<file path="src/rtl/core/qrfpc_pkg.sv">
// Shared types, constants and helpers for the QR function-pattern classifier.
// No dependencies; imported by all RTL files but the checker and its defines.
`timescale 1ns / 1ps

package qrfpc_pkg;

    localparam int COORD_SLOTS = 7;
    localparam int COORD_W     = 8;
    localparam int EXT_W       = COORD_W + 1;
    localparam int COUNT_W     = 3;
    localparam int CODE_W      = 2;
    localparam int NUM_COORD_REGS = 6;
    localparam int APB_DW      = 32;
    localparam int APB_AW      = 5;
    localparam int REG_IDX_W   = APB_AW - 2;

    localparam logic [COORD_W-1:0] GRID_RESET      = 8'd21;
    localparam logic [COORD_W-1:0] FIRST_COORD     = 8'd6;
    localparam logic [COORD_W-1:0] FINDER_SIZE     = 8'd7;
    localparam logic [COORD_W-1:0] FINDER_EDGE     = 8'd6;
    localparam logic [COORD_W-1:0] FINDER_CORE_LO  = 8'd2;
    localparam logic [COORD_W-1:0] FINDER_CORE_HI  = 8'd4;
    localparam logic [COORD_W-1:0] TIMING_LINE     = 8'd6;
    localparam logic [COORD_W-1:0] TIMING_FIRST    = 8'd7;
    localparam logic [COORD_W-1:0] TIMING_MIN_GRID = 8'd15;
    localparam logic [COORD_W-1:0] DARK_OFS        = 8'd8;
    localparam logic [COORD_W-1:0] DARK_COL        = 8'd8;
    localparam logic [COORD_W-1:0] ALIGN_RADIUS    = 8'd2;

    // Register index; byte address is four times the index.
    typedef enum logic [REG_IDX_W-1:0] {
        REG_GRID_SIZE,
        REG_ALIGN_COUNT,
        REG_COORD_ONE,
        REG_COORD_TWO,
        REG_COORD_THREE,
        REG_COORD_FOUR,
        REG_COORD_FIVE,
        REG_COORD_SIX
    } t_reg_idx;

    typedef enum logic [CODE_W-1:0] {
        CODE_FREE        = 2'd0,
        CODE_FINDER      = 2'd1,
        CODE_ALIGN_LIGHT = 2'd2,
        CODE_DARK        = 2'd3
    } t_code;

    typedef logic [COORD_SLOTS-1:0] t_slot_vec;

    typedef struct packed {
        logic [COORD_W-1:0]                     grid_size;
        logic [COORD_SLOTS-1:0][COORD_W-1:0]    coord;
        logic [COORD_SLOTS-1:0][COORD_SLOTS-1:0] pair_ok;
    } t_cfg;

    // Per-slot proximity of one axis to each alignment coordinate.
    typedef struct packed {
        t_slot_vec near;   // within two modules
        t_slot_vec ring;   // exactly two modules away
        t_slot_vec ctr;    // on the coordinate
    } t_axis;

    typedef struct packed {
        logic  outside;
        t_code base;
        t_axis ax_row;
        t_axis ax_col;
    } t_s1;

    typedef struct packed {
        logic      outside;
        t_code     base;
        t_slot_vec row_hit;
        t_slot_vec row_dark;
    } t_s2;

    function automatic logic finder_dark(input logic [COORD_W-1:0] i,
                                         input logic [COORD_W-1:0] j);
        logic in_box;
        logic border;
        logic core;
        in_box = (i < FINDER_SIZE) && (j < FINDER_SIZE);
        border = (i == '0) || (i == FINDER_EDGE) || (j == '0) || (j == FINDER_EDGE);
        core   = (i >= FINDER_CORE_LO) && (i <= FINDER_CORE_HI) &&
                 (j >= FINDER_CORE_LO) && (j <= FINDER_CORE_HI);
        return in_box && (border || core);
    endfunction

endpackage

</file>
<file path="src/rtl/core/qrfpc_ifs.sv">
// Valid/ready channel interfaces for classifier input and result transfers.
// Depends on qrfpc_pkg.
`timescale 1ns / 1ps

interface qrfpc_in_if;
    import qrfpc_pkg::*;
    logic               valid;
    logic               ready;
    logic [COORD_W-1:0] row;
    logic [COORD_W-1:0] col;
    modport source (output valid, output row, output col, input ready);
    modport sink   (input valid, input row, input col, output ready);
endinterface

interface qrfpc_out_if;
    import qrfpc_pkg::*;
    logic              valid;
    logic              ready;
    logic [CODE_W-1:0] module_code;
    logic              outside;
    modport source (output valid, output module_code, output outside, input ready);
    modport sink   (input valid, input module_code, input outside, output ready);
endinterface

</file>
<file path="src/rtl/core/qrfpc_cfg_regs.sv">
// APB register file: grid size, alignment count and coordinates, plus the
// registered table of alignment centers allowed for this grid. Uses qrfpc_pkg.
`timescale 1ns / 1ps

module qrfpc_cfg_regs (
    input  logic                            i_clk,
    input  logic                            i_rst_n,
    input  logic                            i_psel,
    input  logic                            i_penable,
    input  logic                            i_pwrite,
    input  logic [qrfpc_pkg::APB_AW-1:0]    i_paddr,
    input  logic [qrfpc_pkg::APB_DW-1:0]    i_pwdata,
    output logic [qrfpc_pkg::APB_DW-1:0]    o_prdata,
    output logic                            o_pready,
    output qrfpc_pkg::t_cfg                 o_cfg
);
    import qrfpc_pkg::*;

    logic [COORD_W-1:0] r_grid_size;
    logic [COUNT_W-1:0] r_align_count;
    logic [COORD_W-1:0] r_coord [NUM_COORD_REGS];
    logic [COORD_SLOTS-1:0][COORD_SLOTS-1:0] r_pair_ok;
    logic [COORD_SLOTS-1:0][COORD_SLOTS-1:0] n_pair_ok;

    t_reg_idx           w_idx;
    logic [COUNT_W-1:0] w_slot;
    logic               w_wr;

    logic [COORD_SLOTS-1:0][COORD_W-1:0] w_coord;
    t_slot_vec w_en, w_in, w_lo, w_hi, w_dmx, w_dmy;
    logic [EXT_W-1:0] w_n;

    assign w_idx  = t_reg_idx'(i_paddr[APB_AW-1:2]);
    assign w_slot = COUNT_W'(w_idx - REG_COORD_ONE);
    assign w_wr   = i_psel && i_penable && i_pwrite;
    assign o_pready = 1'b1;

    always_ff @(posedge i_clk) begin
        if (!i_rst_n) begin
            r_grid_size   <= GRID_RESET;
            r_align_count <= '0;
            for (int k = 0; k < NUM_COORD_REGS; k++) begin
                r_coord[k] <= '0;
            end
            r_pair_ok <= '0;
        end else begin
            r_pair_ok <= n_pair_ok;
            if (w_wr) begin
                unique case (w_idx) inside
                    REG_GRID_SIZE: begin
                        r_grid_size <= i_pwdata[COORD_W-1:0];
                    end
                    REG_ALIGN_COUNT: begin
                        r_align_count <= i_pwdata[COUNT_W-1:0];
                    end
                    [REG_COORD_ONE:REG_COORD_SIX]: begin
                        r_coord[w_slot] <= i_pwdata[COORD_W-1:0];
                    end
                    default: begin
                    end
                endcase
            end
        end
    end

    always_comb begin
        o_prdata = '0;
        unique case (w_idx) inside
            REG_GRID_SIZE:                o_prdata = APB_DW'(r_grid_size);
            REG_ALIGN_COUNT:              o_prdata = APB_DW'(r_align_count);
            [REG_COORD_ONE:REG_COORD_SIX]: o_prdata = APB_DW'(r_coord[w_slot]);
            default:                      o_prdata = '0;
        endcase
    end

    // A 5x5 window that touches a finder box always covers a dark finder
    // module, so blocking reduces to interval tests per axis.
    assign w_n = EXT_W'(r_grid_size);
    always_comb begin
        w_coord[0] = FIRST_COORD;
        for (int k = 1; k < COORD_SLOTS; k++) begin
            w_coord[k] = r_coord[k - 1];
        end
        for (int k = 0; k < COORD_SLOTS; k++) begin
            logic [EXT_W-1:0] c;
            c          = EXT_W'(w_coord[k]);
            w_en[k]    = (COUNT_W'(k) < r_align_count);
            w_in[k]    = (w_coord[k] >= ALIGN_RADIUS) && (c + EXT_W'(ALIGN_RADIUS) < w_n);
            w_lo[k]    = (c <= EXT_W'(ALIGN_RADIUS + FINDER_EDGE));
            w_hi[k]    = (c + EXT_W'(ALIGN_RADIUS + FINDER_SIZE) >= w_n);
            w_dmx[k]   = (r_grid_size >= DARK_OFS) &&
                         (w_n >= c + EXT_W'(DARK_OFS - ALIGN_RADIUS)) &&
                         (w_n <= c + EXT_W'(DARK_OFS + ALIGN_RADIUS));
            w_dmy[k]   = (w_coord[k] >= DARK_COL - ALIGN_RADIUS) &&
                         (w_coord[k] <= DARK_COL + ALIGN_RADIUS);
        end
        for (int i = 0; i < COORD_SLOTS; i++) begin
            for (int j = 0; j < COORD_SLOTS; j++) begin
                n_pair_ok[i][j] = w_en[i] && w_en[j] && w_in[i] && w_in[j] &&
                                  !(w_lo[i] && w_lo[j]) &&
                                  !(w_hi[i] && w_lo[j]) &&
                                  !(w_lo[i] && w_hi[j]) &&
                                  !(w_dmx[i] && w_dmy[j]);
            end
        end
    end

    assign o_cfg.grid_size = r_grid_size;
    assign o_cfg.coord     = w_coord;
    assign o_cfg.pair_ok   = r_pair_ok;

endmodule

</file>
<file path="src/rtl/core/qrfpc_axis_stage.sv">
// Stage 1: bounds check, base layer code (finders, timing, dark module) and
// per-axis distance to each alignment coordinate. Uses qrfpc_pkg.
`timescale 1ns / 1ps

module qrfpc_axis_stage (
    input  logic                            i_clk,
    input  logic                            i_rst_n,
    input  logic                            i_valid,
    output logic                            o_ready,
    input  logic [qrfpc_pkg::COORD_W-1:0]   i_row,
    input  logic [qrfpc_pkg::COORD_W-1:0]   i_col,
    input  qrfpc_pkg::t_cfg                 i_cfg,
    output logic                            o_valid,
    input  logic                            i_ready,
    output qrfpc_pkg::t_s1                  o_data
);
    import qrfpc_pkg::*;

    logic r_valid;
    t_s1  r_data;
    t_s1  n_data;

    logic [COORD_W-1:0] w_n;
    logic               w_dark_mod;
    logic               w_timing;
    logic               w_finder;

    assign w_n = i_cfg.grid_size;

    always_comb begin
        w_dark_mod = (w_n >= DARK_OFS) && (i_row == w_n - DARK_OFS) && (i_col == DARK_COL);
        w_timing   = (w_n >= TIMING_MIN_GRID) &&
                     (((i_row == TIMING_LINE) && (i_col >= TIMING_FIRST) &&
                       (i_col <= w_n - DARK_OFS) && !i_col[0]) ||
                      ((i_col == TIMING_LINE) && (i_row >= TIMING_FIRST) &&
                       (i_row <= w_n - DARK_OFS) && !i_row[0]));
        w_finder   = finder_dark(i_row, i_col) ||
                     finder_dark(w_n - 8'd1 - i_row, i_col) ||
                     finder_dark(i_row, w_n - 8'd1 - i_col);

        n_data.outside = (i_row >= w_n) || (i_col >= w_n);
        if (w_dark_mod)    n_data.base = CODE_FINDER;
        else if (w_timing) n_data.base = CODE_DARK;
        else if (w_finder) n_data.base = CODE_FINDER;
        else               n_data.base = CODE_FREE;

        for (int k = 0; k < COORD_SLOTS; k++) begin
            logic [EXT_W-1:0] a, r, c;
            a = EXT_W'(i_cfg.coord[k]);
            r = EXT_W'(i_row);
            c = EXT_W'(i_col);
            n_data.ax_row.near[k] = (r + EXT_W'(ALIGN_RADIUS) >= a) &&
                                    (r <= a + EXT_W'(ALIGN_RADIUS));
            n_data.ax_row.ring[k] = (r == a + EXT_W'(ALIGN_RADIUS)) ||
                                    (r + EXT_W'(ALIGN_RADIUS) == a);
            n_data.ax_row.ctr[k]  = (r == a);
            n_data.ax_col.near[k] = (c + EXT_W'(ALIGN_RADIUS) >= a) &&
                                    (c <= a + EXT_W'(ALIGN_RADIUS));
            n_data.ax_col.ring[k] = (c == a + EXT_W'(ALIGN_RADIUS)) ||
                                    (c + EXT_W'(ALIGN_RADIUS) == a);
            n_data.ax_col.ctr[k]  = (c == a);
        end
    end

    assign o_ready = !r_valid || i_ready;

    always_ff @(posedge i_clk) begin
        if (!i_rst_n) begin
            r_valid <= 1'b0;
        end else if (o_ready) begin
            r_valid <= i_valid;
        end
    end

    always_ff @(posedge i_clk) begin
        if (o_ready && i_valid) begin
            r_data <= n_data;
        end
    end

    assign o_valid = r_valid;
    assign o_data  = r_data;

endmodule

</file>
<file path="src/rtl/core/qrfpc_pair_stage.sv">
// Stage 2: for each row-coordinate slot, find the last column slot whose
// alignment pattern covers the module, and whether it is dark. Uses qrfpc_pkg.
`timescale 1ns / 1ps

module qrfpc_pair_stage (
    input  logic            i_clk,
    input  logic            i_rst_n,
    input  logic            i_valid,
    output logic            o_ready,
    input  qrfpc_pkg::t_s1  i_data,
    input  qrfpc_pkg::t_cfg i_cfg,
    output logic            o_valid,
    input  logic            i_ready,
    output qrfpc_pkg::t_s2  o_data
);
    import qrfpc_pkg::*;

    logic r_valid;
    t_s2  r_data;
    t_s2  n_data;

    always_comb begin
        n_data.outside  = i_data.outside;
        n_data.base     = i_data.base;
        n_data.row_hit  = '0;
        n_data.row_dark = '0;
        for (int i = 0; i < COORD_SLOTS; i++) begin
            // later column slots overwrite earlier ones
            for (int j = 0; j < COORD_SLOTS; j++) begin
                if (i_data.ax_row.near[i] && i_data.ax_col.near[j] &&
                    i_cfg.pair_ok[i][j]) begin
                    n_data.row_hit[i]  = 1'b1;
                    n_data.row_dark[i] = i_data.ax_row.ring[i] || i_data.ax_col.ring[j] ||
                                         (i_data.ax_row.ctr[i] && i_data.ax_col.ctr[j]);
                end
            end
        end
    end

    assign o_ready = !r_valid || i_ready;

    always_ff @(posedge i_clk) begin
        if (!i_rst_n) begin
            r_valid <= 1'b0;
        end else if (o_ready) begin
            r_valid <= i_valid;
        end
    end

    always_ff @(posedge i_clk) begin
        if (o_ready && i_valid) begin
            r_data <= n_data;
        end
    end

    assign o_valid = r_valid;
    assign o_data  = r_data;

endmodule

</file>
<file path="src/rtl/core/qrfpc_pick_stage.sv">
// Stage 3: last covering alignment row wins over the base code; outside forces
// code free; result register that drives the output channel. Uses qrfpc_pkg.
`timescale 1ns / 1ps

module qrfpc_pick_stage (
    input  logic                          i_clk,
    input  logic                          i_rst_n,
    input  logic                          i_valid,
    output logic                          o_ready,
    input  qrfpc_pkg::t_s2                i_data,
    output logic                          o_valid,
    input  logic                          i_ready,
    output logic [qrfpc_pkg::CODE_W-1:0]  o_module_code,
    output logic                          o_outside
);
    import qrfpc_pkg::*;

    logic  r_valid;
    t_code r_code;
    logic  r_outside;
    t_code n_code;

    always_comb begin
        n_code = i_data.base;
        for (int i = 0; i < COORD_SLOTS; i++) begin
            if (i_data.row_hit[i]) begin
                n_code = i_data.row_dark[i] ? CODE_DARK : CODE_ALIGN_LIGHT;
            end
        end
        if (i_data.outside) begin
            n_code = CODE_FREE;
        end
    end

    assign o_ready = !r_valid || i_ready;

    always_ff @(posedge i_clk) begin
        if (!i_rst_n) begin
            r_valid <= 1'b0;
        end else if (o_ready) begin
            r_valid <= i_valid;
        end
    end

    always_ff @(posedge i_clk) begin
        if (o_ready && i_valid) begin
            r_code    <= n_code;
            r_outside <= i_data.outside;
        end
    end

    assign o_valid       = r_valid;
    assign o_module_code = CODE_W'(r_code);
    assign o_outside     = r_outside;

endmodule

</file>
<file path="src/rtl/core/qr_function_pattern_classifier_unit.sv">
// QR function-pattern classifier: one module coordinate in, one map code out.
// A result passes through the axis, pair and pick stage registers in that order.
// Throughput: one coordinate per cycle; each stage stalls only when the one after
// it is full and held, so bubbles close up under output backpressure.
// Reset (synchronous, active low) empties all stages and loads register defaults;
// the allowed-center table follows any register write in the following cycle.
`timescale 1ns / 1ps

module qr_function_pattern_classifier_unit (
    input  logic                            i_clk,
    input  logic                            i_rst_n,
    qrfpc_in_if.sink                        i_in,
    qrfpc_out_if.source                     o_out,
    input  logic                            psel,
    input  logic                            penable,
    input  logic                            pwrite,
    input  logic [qrfpc_pkg::APB_AW-1:0]    paddr,
    input  logic [qrfpc_pkg::APB_DW-1:0]    pwdata,
    output logic [qrfpc_pkg::APB_DW-1:0]    prdata,
    output logic                            pready
);
    import qrfpc_pkg::*;

    t_cfg w_cfg;
    t_s1  w_s1;
    t_s2  w_s2;
    logic w_s1_valid, w_s1_ready;
    logic w_s2_valid, w_s2_ready;

    qrfpc_cfg_regs u_cfg (
        .i_clk     (i_clk),
        .i_rst_n   (i_rst_n),
        .i_psel    (psel),
        .i_penable (penable),
        .i_pwrite  (pwrite),
        .i_paddr   (paddr),
        .i_pwdata  (pwdata),
        .o_prdata  (prdata),
        .o_pready  (pready),
        .o_cfg     (w_cfg)
    );

    qrfpc_axis_stage u_axis (
        .i_clk   (i_clk),
        .i_rst_n (i_rst_n),
        .i_valid (i_in.valid),
        .o_ready (i_in.ready),
        .i_row   (i_in.row),
        .i_col   (i_in.col),
        .i_cfg   (w_cfg),
        .o_valid (w_s1_valid),
        .i_ready (w_s1_ready),
        .o_data  (w_s1)
    );

    qrfpc_pair_stage u_pair (
        .i_clk   (i_clk),
        .i_rst_n (i_rst_n),
        .i_valid (w_s1_valid),
        .o_ready (w_s1_ready),
        .i_data  (w_s1),
        .i_cfg   (w_cfg),
        .o_valid (w_s2_valid),
        .i_ready (w_s2_ready),
        .o_data  (w_s2)
    );

    qrfpc_pick_stage u_pick (
        .i_clk         (i_clk),
        .i_rst_n       (i_rst_n),
        .i_valid       (w_s2_valid),
        .o_ready       (w_s2_ready),
        .i_data        (w_s2),
        .o_valid       (o_out.valid),
        .i_ready       (o_out.ready),
        .o_module_code (o_out.module_code),
        .o_outside     (o_out.outside)
    );

endmodule

</file>
<file path="src/flat_wrapper.sv">
// flat-port wrapper written by rule: the top's interface ports become plain ports
module qr_function_pattern_classifier_unit_flat import qrfpc_pkg::*;
  (i_clk, i_rst_n, psel, penable, pwrite, paddr, pwdata, prdata, pready, i_in_valid, i_in_row, i_in_col, i_in_ready, o_out_valid, o_out_module_code, o_out_outside, o_out_ready);
  qrfpc_in_if i_in_i ();
  qrfpc_out_if o_out_i ();
  input  logic i_clk;
  input  logic i_rst_n;
  input  logic psel;
  input  logic penable;
  input  logic pwrite;
  input  logic [qrfpc_pkg::APB_AW-1:0] paddr;
  input  logic [qrfpc_pkg::APB_DW-1:0] pwdata;
  output logic [qrfpc_pkg::APB_DW-1:0] prdata;
  output logic pready;
  input wire logic [$bits(i_in_i.valid)-1:0] i_in_valid;
  input wire logic [$bits(i_in_i.row)-1:0] i_in_row;
  input wire logic [$bits(i_in_i.col)-1:0] i_in_col;
  output wire logic [$bits(i_in_i.ready)-1:0] i_in_ready;
  output wire logic [$bits(o_out_i.valid)-1:0] o_out_valid;
  output wire logic [$bits(o_out_i.module_code)-1:0] o_out_module_code;
  output wire logic [$bits(o_out_i.outside)-1:0] o_out_outside;
  input wire logic [$bits(o_out_i.ready)-1:0] o_out_ready;
  assign i_in_i.valid = i_in_valid;
  assign i_in_i.row = i_in_row;
  assign i_in_i.col = i_in_col;
  assign i_in_ready = i_in_i.ready;
  assign o_out_valid = o_out_i.valid;
  assign o_out_module_code = o_out_i.module_code;
  assign o_out_outside = o_out_i.outside;
  assign o_out_i.ready = o_out_ready;
  qr_function_pattern_classifier_unit u_core (.i_clk(i_clk), .i_rst_n(i_rst_n), .i_in(i_in_i), .o_out(o_out_i), .psel(psel), .penable(penable), .pwrite(pwrite), .paddr(paddr), .pwdata(pwdata), .prdata(prdata), .pready(pready));
endmodule
</file>
<file path="config.mk">
export PLATFORM = sky130hd
export DESIGN_NAME = qr_function_pattern_classifier_unit_flat
export DESIGN_NICKNAME = d
export VERILOG_FILES = /design/src/rtl/core/qrfpc_pkg.sv /design/src/rtl/core/qrfpc_ifs.sv /design/src/rtl/core/qrfpc_cfg_regs.sv /design/src/rtl/core/qrfpc_axis_stage.sv /design/src/rtl/core/qrfpc_pair_stage.sv /design/src/rtl/core/qrfpc_pick_stage.sv /design/src/rtl/core/qr_function_pattern_classifier_unit.sv /design/src/flat_wrapper.sv
export SDC_FILE = /design/constraint.sdc
export NUM_CORES = 1
export LEC_CHECK = 0
export BUFFER_PORTS_ARGS = -buffer_cell sky130_fd_sc_hd__buf_2
export CAP_MARGIN = 20
export CORE_UTILIZATION = 35
export CTS_CLUSTER_DIAMETER = 120
export DETAILED_ROUTE_END_ITERATION = 8
export PLACE_DENSITY_LB_ADDON = 0.12
export SLEW_MARGIN = 40
export SYNTH_ARGS = -nofsm -noshare
export SYNTH_HDL_FRONTEND = slang
export SYNTH_SLANG_ARGS = --single-unit
</file>
<file path="constraint.sdc">
create_clock -name i_clk -period 4.59 [get_ports i_clk]
set_input_delay 0.918 -clock i_clk [delete_from_list [all_inputs] [get_ports i_clk]]
set_output_delay 0.918 -clock i_clk [all_outputs]
set_load 0.05 [all_outputs]
</file>
==> results by group, run 1 <==
Global route
  • First-pass GRT wire length: 140000 µm
  • All-layer global routing usage: 0.291
  • Initial antenna violation count: 2
  • GR Overflow Total: 0
  • Largest net degree at the start of global routing: 46
  • Number of global-route vias before repair: a little over 20000

Outcome
  • Failing checks: DRC
  • Status: finished, violations left

Layout
  • Commonest non-fill, non-tap cells in the layout: ha_1, nor2_1, xnor2_1, a21oi_1, inv_1
  • Layout fillers: 6475
  • Fin util: 0.389
  • Fraction of layout cells with a size suffix above 1: 0.0966
  • Nets: 3155
  • Synthesis-to-layout area growth: 10.0%
  • Most common cell after layout, fill and taps aside: ha_1

Synthesis
  • Largest cells by area after synthesis: ha_1, edfxtp_1, xnor2_1
  • Synth Instances: roughly 2600
  • Sequential area share after synthesis: 0.225
  • Asr flop ratio synth: 0
  • Post-synth top area share: 0.245
  • EDFF count, synth: 129
  • Mapped Area: 0.0227 mm²
  • Yosys Warn Count: 0
  • Post-synth cell types: 89
  • Primary FF master, synth: edfxtp_1
  • Avg Cell Area, Syn: 8.88 µm²
  • Cell taking the most area after synthesis: ha_1
  • Yosys reg bits: 191

Route
  • DRC Markers: 4
  • Post-DR vias/cell: 5.91
  • Wire length per cell: ~28 µm
  • TritonRoute pass-1 iters: 7
  • DR iter-0 viols: 1856
  • Vias: between 20000 and 25000
  • Routed wire length: between 90000 and 100000 µm
  • Post-DRT Antenna Nets: 0

Timing
  • Tcrit/Tclk final: 0.860
  • Slew @ Worst Pin: 0.960 ns
  • Fin. max-slew vios: 0
  • Max Clk Rate: 253 MHz
  • Final WS setup: 0.644 ns
  • Hold violation count in the final report: 0
  • Fin Setup TNS: 0 ns
  • Setup violators final: 0
  • Clk_skew: 0.0125 ns
  • RSZ-0062 raised after global routing: no
  • Tmin final: 3.95 ns
  • Max-slew headroom: 0.358

Place
  • Placement Setup Slack: 0.648 ns
  • Port Buffers: 46
  • DPL Wire Length: ~75000 µm
  • GP Congestion: 0.962

Clock network
  • Post-cts resize count: 0
  • Clk buf depth: 2
  • H-tree levels: 4
  • CTS tree: yes
  • Cts hold-fix bufs: 0
  • Worst skew pair latency: ~0.47 ns
  • CTS sink cnt: 191
  • CTS buffer count: 17
  • Post CTS Setup Buffer Count: 0
  • Clk slew on worst S/H paths: about 0.080 ns
  • Root buffer cell: clkbuf_16

Worst setup path
  • Setup Crit Path Kind: primary input to output port
  • Crit end category: output port
  • WP data arrival: 3.03 ns
  • Worst EP required: 3.67 ns
  • Crit Path Max Fanout: 24
  • Kind of start point of the critical path: primary input

Pwr
  • PwrDens: 223 mW/mm²
  • Lkg Pwr: 10.4 nW
  • VDD IR max: between 200 and 300 µV

Die
  • Die Width: ~260 µm
  • I/O pin count: 98
  • Initial Util: 0.353
  • Full die area: 0.0660 mm²
  • Die extent in y: around 260 µm
  • Num rows: 93
  • Core ar.: 0.0643 mm²

Job
  • Max_cap viols: 0

Min path
  • Hold WC Path Type: register to register
-- metal layers --
metal,track usage,vias up,share of wire
li1,-,9622,-
met1,0.390,10200,0.45
met2,0.470,874,0.45
met3,0.0515,144,0.073
met4,0.0946,0,0.034
met5,0,-,0
-- stage by stage --
| stage | cell area [µm²] | std cells | hold slack, ns | total power, mW |
|---|---|---|---|---|
| after global routing | 25000 | 3515 | 0.457 | 5.86 |
| after global placement | 24400 | 3483 | 0.416 | 3.97 |
| after floorplan | 22800 | 2585 | 0.400 | 3.34 |
| after CTS | 25000 | 3515 | 0.433 | 5.57 |
| after detailed placement | 24400 | 3483 | 0.412 | 4.01 |
| final | 25000 | 3516 | 0.429 | 5.58 |
-- sequential cells by signal, summed over array words and instances (netlist names) --
register                     count
u_core.u_pick.o_valid            1
u_core.u_axis.o_data            45
u_core.u_cfg.r_align_count       3
u_core.u_cfg.r_grid_size         8
u_core.u_axis.o_valid            1
u_core.u_pair.o_valid            1
u_core.u_pick.o_module_code      2
u_core.u_cfg.o_cfg              48
u_core.u_cfg.r_coord            64
u_core.u_pair.o_data            17
u_core.u_pick.o_outside          1
-- logic make-up after synthesis --
group | after synthesis | share of synthesized area
simple gates | 741 | 0.170
compound gates | 648 | 0.191
fa+ha+maj | 448 | 0.247
buf+inv | 257 | 0.0492
xor+xnor | 226 | 0.0870
flops | 191 | 0.225
mux | 49 | 0.0309
other cells | 2 | 0.000330
-- worst max-delay path: stages --
cell and delay (ns):
buf_2 0.46, inv_1 0.17, ha_1 0.73, mux2i_1 0.20, o22ai_1 0.24, buf_2 0.30
-- cell type report --
type / count / area (µm²) / share of cell area
multi-input combinational: 2137 / 16600 / 0.665
inverter: 148 / 556 / 0.0222
antenna: 1 / 2.50 / 0.000100
timing repair buffer: 152 / 1030 / 0.0411
sequential: 191 / 5110 / 0.204
clock buffer: 17 / 425 / 0.0170
clock inverter: 15 / 184 / 0.00735
tap: 855 / 1070 / 0.0428
-- worst paths after layout --
| check | start | to | slack [ns] | cells past startpoint |
|---|---|---|---|---|
| setup / recovery | paddr[3] | prdata[0] | 0.64 | 6 |
| hold / removal | u_core.u_axis.o_data[43]$_SDFFCE_PP0P_ | u_core.u_pair.o_data[15]$_DFFE_PP_ | 0.43 | 0 |
| setup reg to reg | u_core.u_cfg.r_coord[4][2]$_SDFFCE_PN0P_ | u_core.u_cfg.o_cfg[5]$_SDFF_PN0_ | 0.66 | 11 |
| hold reg to reg | u_core.u_axis.o_data[43]$_SDFFCE_PP0P_ | u_core.u_pair.o_data[15]$_DFFE_PP_ | 0.43 | 0 |
-- cell usage after synthesis (all sizes together) (8+ instances only) --
cell     instances
o21ai          135
xnor2          171
and2            31
inv            147
a31oi           15
nand2          145
a2111oi         30
o22ai           10
a21o            32
nor2b           50
nand3           84
mux2             9
a211oi          43
buf             68
or3             11
edfxtp         129
o31a             8
nor4            38
a22o            17
nor2           176
a211o           11
a21boi          16
dfxtp           62
o2111ai         14
xor2            55
o211ai          18
nand3b          17
nand2b          33
o21a            90
or2              8
a21oi          163
mux4            16
ha             446
and3            11
clkbuf          41
or4             12
nand4           72
nor3            37
mux2i           24
-- power by group --
group | total [mW] | switching (mW) | internal [mW]
clock network | 1.56 | 0.778 | 0.785
registers | 2.05 | 0.155 | 1.89
logic | 1.97 | 1.22 | 0.745
total | 5.58 | 2.16 | 3.42
Power figures use the tool's default switching activity.
==> inputs of run 2 (changes only) <==
--- a/config.mk
+++ b/config.mk
@@ -5,10 +5,12 @@
 export SDC_FILE = /design/constraint.sdc
 export NUM_CORES = 1
 export LEC_CHECK = 0
+export ABC_AREA = 1
 export BUFFER_PORTS_ARGS = -buffer_cell sky130_fd_sc_hd__buf_2
 export CAP_MARGIN = 20
 export CORE_UTILIZATION = 35
 export CTS_CLUSTER_DIAMETER = 120
+export CTS_CLUSTER_SIZE = 40
 export DETAILED_ROUTE_END_ITERATION = 8
 export PLACE_DENSITY_LB_ADDON = 0.12
 export SLEW_MARGIN = 40
==> results by group, run 2 <==
Outcome
  • Status: complete, no violations

Worst setup path
  • Worst EP required: 3.67 ns
  • Crit Path Max Fanout: 9
  • Critical path launch point: u_core.u_cfg.r_coord[4][4]$_SDFFCE_PN0P_
  • Worst reg2reg endpoint: u_core.u_cfg.o_cfg[31]$_SDFF_PN0_
  • R2r startpoint: u_core.u_cfg.r_coord[3][2]$_SDFFCE_PN0P_
  • Setup Crit Path Kind: register to output port
  • Crit end category: output port
  • Kind of start point of the critical path: register
  • WP data arrival: about 3.0 ns
  • FF-to-FF setup slack: 0.93 ns
  • Setup crit end: prdata[4]
  • R2R cell count: 14

Route
  • Vias: around 25000
  • Wire length per cell: 23.5 µm
  • DRC Markers: 0
  • Routed wire length: about 110000 µm
  • DR iter-0 viols: 2561
  • TritonRoute pass-1 iters: 5
  • Post-DR vias/cell: 5.43
  • Post-DRT Antenna Nets: 0

Clock network
  • Worst skew pair latency: 0.49 ns
  • Post CTS Setup Buffer Count: 0
  • H-tree levels: 4
  • Clk slew on worst S/H paths: roughly 0.080 ns
  • Cts hold-fix bufs: 0
  • Root buffer cell: clkbuf_16
  • CTS tree: yes
  • Clk buf depth: 2
  • Post-cts resize count: 0
  • CTS sink cnt: between 150 and 200
  • CTS buffer count: 17

Pwr
  • Sw frac: 0.422
  • Logic pwr share: 0.374
  • Clk pwr share: 0.272
  • VDD IR max: around 210 µV
  • Power Total: 5.87 mW
  • Lkg Pwr: between 10 and 15 nW
  • PwrDens: 220 mW/mm²
  • Sequential share of power: 0.354
  • Sw Pwr: 2.48 mW
  • Int Power: 3.39 mW

Timing
  • RSZ-0062 raised after global routing: no
  • Slew @ Worst Pin: 0.934 ns
  • Max-slew headroom: 0.371
  • Tcrit/Tclk final: 0.844
  • Setup violators final: 0
  • Tmin final: a little under 4 ns
  • Fin. max-slew vios: 0
  • Max Clk Rate: ~260 MHz
  • Clk_skew: 0.0214 ns
  • Fin Setup TNS: 0 ns
  • Hold violation count in the final report: 0

Job
  • Max_cap viols: 0

Die
  • I/O pin count: 98
  • Core ar.: 0.0691 mm²
  • Die Width: 267 µm
  • Die extent in y: 267 µm
  • Num rows: between 90 and 100
  • Initial Util: 0.357
  • Full die area: 0.0714 mm²

Place
  • DPL Wire Length: 82500 µm
  • Port Buffers: 46
  • GP Congestion: between 1 and 1.5

Global route
  • First-pass GRT wire length: 153000 µm
  • Met3 Use GR: 0.0484
  • GRT Max-Usage Layer: met2
  • Global-route met1 utilization: 0.405
  • Initial antenna violation count: 4
  • GR Overflow Total: 0
  • Largest net degree at the start of global routing: 46
  • Met2 usage: 0.469
  • Number of global-route vias before repair: 22800
  • All-layer global routing usage: 0.296

Synthesis
  • Primary FF master, synth: edfxtp_1
  • Asr flop ratio synth: 0
  • Dominant cell by count in the synthesized netlist: nand2_1
  • EDFF count, synth: 129
  • Mapped Area: 0.0246 mm²
  • Cell taking the most area after synthesis: ha_1
  • Largest cells by area after synthesis: ha_1, edfxtp_1, nand2_1
  • Post-synth cell types: 56
  • Synth Instances: around 3500
  • Sequential area share after synthesis: 0.208
  • Yosys reg bits: approximately 190
  • Post-synth top area share: 0.227
  • Post-synth top cells: nand2_1, ha_1, inv_1
  • Yosys Warn Count: 0
  • Avg Cell Area, Syn: 6.97 µm²

Layout
  • Synthesis-to-layout area growth: 8.21%
  • Most common cell after layout, fill and taps aside: nand2_1
  • Commonest non-fill, non-tap cells in the layout: nand2_1, ha_1, inv_1, nor2_1, nand3_1
  • Nets: a little over 4000
  • Largest reg by FF count: u_core.u_cfg.r_coord
  • Fraction of layout cells with a size suffix above 1: 0.0546
  • Largest register FFs: 64
  • # diodes: 0

Min path
  • Hold WC Path Type: register to register
## run 2: changes by cell type after synthesis, sizes merged, moves of 71 or more
cell / delta
inv: +305
nand2: +673
nand3: +166
nor2: +220
xnor2: -158
xor2: +71
## run 2: how the worst min path moves through the flow
stage	depth (start not counted)	end	startpoint	slack, ns
after floorplan	0	u_core.u_pair.o_data[14]$_DFFE_PP_	u_core.u_axis.o_data[42]$_SDFFCE_PP1P_	0.40
after global placement	0	u_core.u_pair.o_data[15]$_DFFE_PP_	u_core.u_axis.o_data[43]$_SDFFCE_PP0P_	0.40
after detailed placement	0	u_core.u_pair.o_data[16]$_DFFE_PP_	u_core.u_axis.o_data[44]$_DFFE_PP_	0.41
after CTS	0	u_core.u_pair.o_data[16]$_DFFE_PP_	u_core.u_axis.o_data[44]$_DFFE_PP_	0.43
after global routing	0	u_core.u_pair.o_data[15]$_DFFE_PP_	u_core.u_axis.o_data[43]$_SDFFCE_PP0P_	0.44
final	0	u_core.u_pair.o_data[16]$_DFFE_PP_	u_core.u_axis.o_data[44]$_DFFE_PP_	0.43
## run 2: final cells by class
| type | instances | area, µm² |
|---|---|---|
| clock inverter | 13 | 154 |
| sequential | 191 | 5110 |
| tap | 931 | 1160 |
| clock buffer | 19 | 454 |
| timing repair buffer | 113 | 758 |
| fill | 7438 | 42400 |
| multi-input combinational | 2807 | 17300 |
| inverter | 462 | 1740 |
## run 2: kinds of logic after synthesis
family | synth area share
buffers and inverters | 0.0947
DFF | 0.208
xor gates and xnor gates | 0.0494
AOI/OAI and AO/OA | 0.125
and+or+nand+nor | 0.294
other | 0.000305
adders and majority gates | 0.228
## run 2: metrics by stage
step / setup slack, ns / util / cell area, µm² / hold slack (ns) / instances
finish: 0.714 / 0.386 / 26700 / 0.431 / 4536
CTS: 0.769 / 0.386 / 26700 / 0.435 / 4536
global placement: 0.882 / 0.377 / 26000 / 0.402 / 4504
detailed placement: 0.851 / 0.377 / 26000 / 0.415 / 4504
floorplan: 0.791 / - / 24700 / 0.400 / 3558
global route: 0.741 / 0.386 / 26700 / 0.439 / 4536
## run 2: power groups by stage
stage	Clock, mW	Combinational (mW)	Sequential [mW]
after detailed placement	0	2.15	2.11
after CTS	1.60	2.16	2.07
after global routing	1.67	2.44	2.08
after global placement	0	2.14	2.11
after floorplan	0	1.56	1.99
final	1.59	2.20	2.08
## run 2: per-layer routing
metal / share of wire / up-vias
met5: 0.000075 / -
met4: 0.036 / 2
met3: 0.074 / 185
met2: 0.44 / 950
met1: 0.45 / 11400
li1: - / 12000
## run 2: worst max-delay path, cell delays in order, from the launching register on
cell      delay [ns]
edfxtp_1        0.67
clkinv_1        0.61
o21ai_0         0.39
o221ai_1        0.16
nand2_1         0.11
nand3_1         0.09
o21ai_0         0.12
buf_2           0.31
==> inputs of run 3 (changes only) <==
==> constraint.sdc (replaced) <==
create_clock -name i_clk -period 3.5 [get_ports i_clk]
set_input_delay 0.7 -clock i_clk [delete_from_list [all_inputs] [get_ports i_clk]]
set_output_delay 0.7 -clock i_clk [all_outputs]
set_load 0.05 [all_outputs]
==> results by group, run 3 (synthesis gave the netlist of run 2 again) <==
Outcome
  • Status: complete, no violations

Worst setup path
  • R2R cell count: 14
  • Worst reg2reg endpoint: u_core.u_cfg.o_cfg[32]$_SDFF_PN0_
  • Worst EP required: around 3.9 ns
  • WP data arrival: 3.71 ns
  • Crit end category: register
  • Setup Crit Path Kind: register to register
  • FF-to-FF setup slack: around 0.15 ns
  • Crit Path Max Fanout: 7
  • R2r startpoint: u_core.u_cfg.r_coord[3][1]$_SDFFCE_PN0P_
  • Kind of start point of the critical path: register

Timing
  • Max-slew headroom: 0.366
  • Tmin final: 3.35 ns
  • Max Clk Rate: 298 MHz
  • Tcrit/Tclk final: 0.957
  • Fin Setup TNS: 0 ns
  • Clk_skew: 0.0230 ns
  • Setup violators final: 0
  • Fin. max-slew vios: 0
  • Hold violation count in the final report: 0
  • RSZ-0062 raised after global routing: no
  • Slew @ Worst Pin: 0.941 ns

Clock network
  • H-tree levels: 4
  • CTS buffer count: 17
  • Post CTS Setup Buffer Count: 0
  • Clk slew on worst S/H paths: 0.08 ns
  • Cts hold-fix bufs: 0
  • CTS tree: yes
  • Clk buf depth: 2
  • Worst skew pair latency: 0.47 ns
  • Root buffer cell: clkbuf_16
  • Post-cts resize count: 0
  • CTS sink cnt: 191

Global route
  • All-layer global routing usage: 0.299
  • Met2 usage: 0.474
  • Met3 Use GR: 0.0414
  • GR Overflow Total: 0
  • Largest net degree at the start of global routing: 46
  • GRT Max-Usage Layer: met2
  • First-pass GRT wire length: 156000 µm
  • Number of global-route vias before repair: 23200
  • Initial antenna violation count: 2
  • Global-route met1 utilization: 0.419

Pwr
  • PwrDens: 286 mW/mm²
  • Lkg Pwr: 13.8 nW
  • VDD IR max: roughly 280 µV

Layout
  • Most common cell after layout, fill and taps aside: nand2_1
  • Reg area: 0.00511 mm²
  • Largest register FFs: 64
  • Largest reg by FF count: u_core.u_cfg.r_coord
  • Nets: 4199
  • Fin util: 0.397
  • Commonest non-fill, non-tap cells in the layout: nand2_1, ha_1, inv_1, nor2_1, nand3_1
  • Fraction of layout cells with a size suffix above 1: 0.0796
  • Synthesis-to-layout area growth: 11.2%
  • Layout fillers: about 7400
  • Multi-input gate area: about 0.017 mm²

Route
  • TritonRoute pass-1 iters: 6
  • DRC Markers: 0
  • Wire length per cell: 23.0 µm
  • DR iter-0 viols: 2459
  • Vias: 24800
  • Post-DR vias/cell: 5.34
  • Post-DRT Antenna Nets: 0
  • Routed wire length: 107000 µm

Min path
  • Hold WC Path Type: register to register
  • Worst hold endpoint: u_core.u_pair.o_data[14]$_DFFE_PP_
  • Startpoint of the worst hold path: u_core.u_axis.o_data[42]$_SDFFCE_PP1P_
  • Hold depth: 0

Die
  • Full die area: 0.0714 mm²
  • I/O pin count: 98
  • Die Width: approximately 270 µm
  • Core ar.: roughly 0.069 mm²
  • Initial Util: 0.357
  • Num rows: 96
  • Die extent in y: roughly 270 µm

Place
  • Port Buffers: 46
  • DPL Wire Length: 85900 µm
  • GP Congestion: ~1.0

Job
  • Max_cap viols: 0
==> run 3: cell types whose count changed in the layout (fill, tap and decap cells not counted), sizes merged <==
cell	change
inv	-3
buf	+99
clkbuf	-1
clkinv	+3
bufinv	+1
diode	+1
==> run 3: metrics by stage <==
| step | hold WS, ns | cells | setup slack, ns | power, mW | instance area [µm²] |
|---|---|---|---|---|---|
| 2_1_floorplan | 0.400 | 3558 | 0.137 | 4.65 | 24700 |
| 3_3_place_gp | 0.405 | 4599 | 0.236 | 5.68 | 26700 |
| 3_5_place_dp | 0.408 | 4599 | 0.189 | 5.68 | 26700 |
| 4_1_cts | 0.429 | 4631 | 0.290 | 7.80 | 27400 |
| 5_1_grt | 0.442 | 4635 | 0.0658 | 8.28 | 27400 |
| 6_report | 0.425 | 4636 | 0.149 | 7.84 | 27400 |
==> run 3: worst max-delay path by stage <==
stage	from	to	slack, ns	cells after the start
floorplan	paddr[3]	prdata[3]	0.14	9
global placement	i_in_col[2]	u_core.u_axis.o_data[13]$_DFFE_PP_	0.24	11
detailed placement	i_in_col[2]	u_core.u_axis.o_data[9]$_DFFE_PP_	0.19	11
CTS	u_core.u_cfg.r_coord[3][1]$_SDFFCE_PN0P_	u_core.u_cfg.o_cfg[32]$_SDFF_PN0_	0.29	14
global route	u_core.u_cfg.r_coord[2][1]$_SDFFCE_PN0P_	u_core.u_cfg.o_cfg[27]$_SDFF_PN0_	0.07	19
finish	u_core.u_cfg.r_coord[3][1]$_SDFFCE_PN0P_	u_core.u_cfg.o_cfg[32]$_SDFF_PN0_	0.15	14
==> run 3: worst max-delay path: stages (launching register included) <==
cell      delay, ns
edfxtp_1       0.73
nand2_1        0.24
nor2_2         0.21
nand3_1        0.11
xor2_1         0.26
inv_1          0.08
ha_1           0.32
a21o_1         0.18
nand3_1        0.07
nand2_1        0.06
nor2_1         0.23
nand4_1        0.20
nor2_1         0.26
nand2_1        0.10
a21oi_1        0.21
==> run 3: cell type report <==
class,instances,area share
multi-input cells,2807,0.630
flip-flops and latches,191,0.187
inverters,462,0.0633
repair buffers,212,0.0543
well taps,931,0.0425
clock buffers,18,0.0157
clock inverters,14,0.00690
diodes,1,0.0000913
==> run 3: where the power goes <==
group / internal (mW) / switching (mW)
Sequential: 2.49 / 0.167
Combinational: 1.02 / 2.02
Clock: 1.04 / 1.10
==> run 3: per-layer routing <==
| layer | vias to the layer above | part of all wire |
|---|---|---|
| li1 | 12200 | - |
| met1 | 11500 | 0.46 |
| met2 | 926 | 0.43 |
| met3 | 149 | 0.071 |
| met4 | 0 | 0.032 |
| met5 | - | 0 |
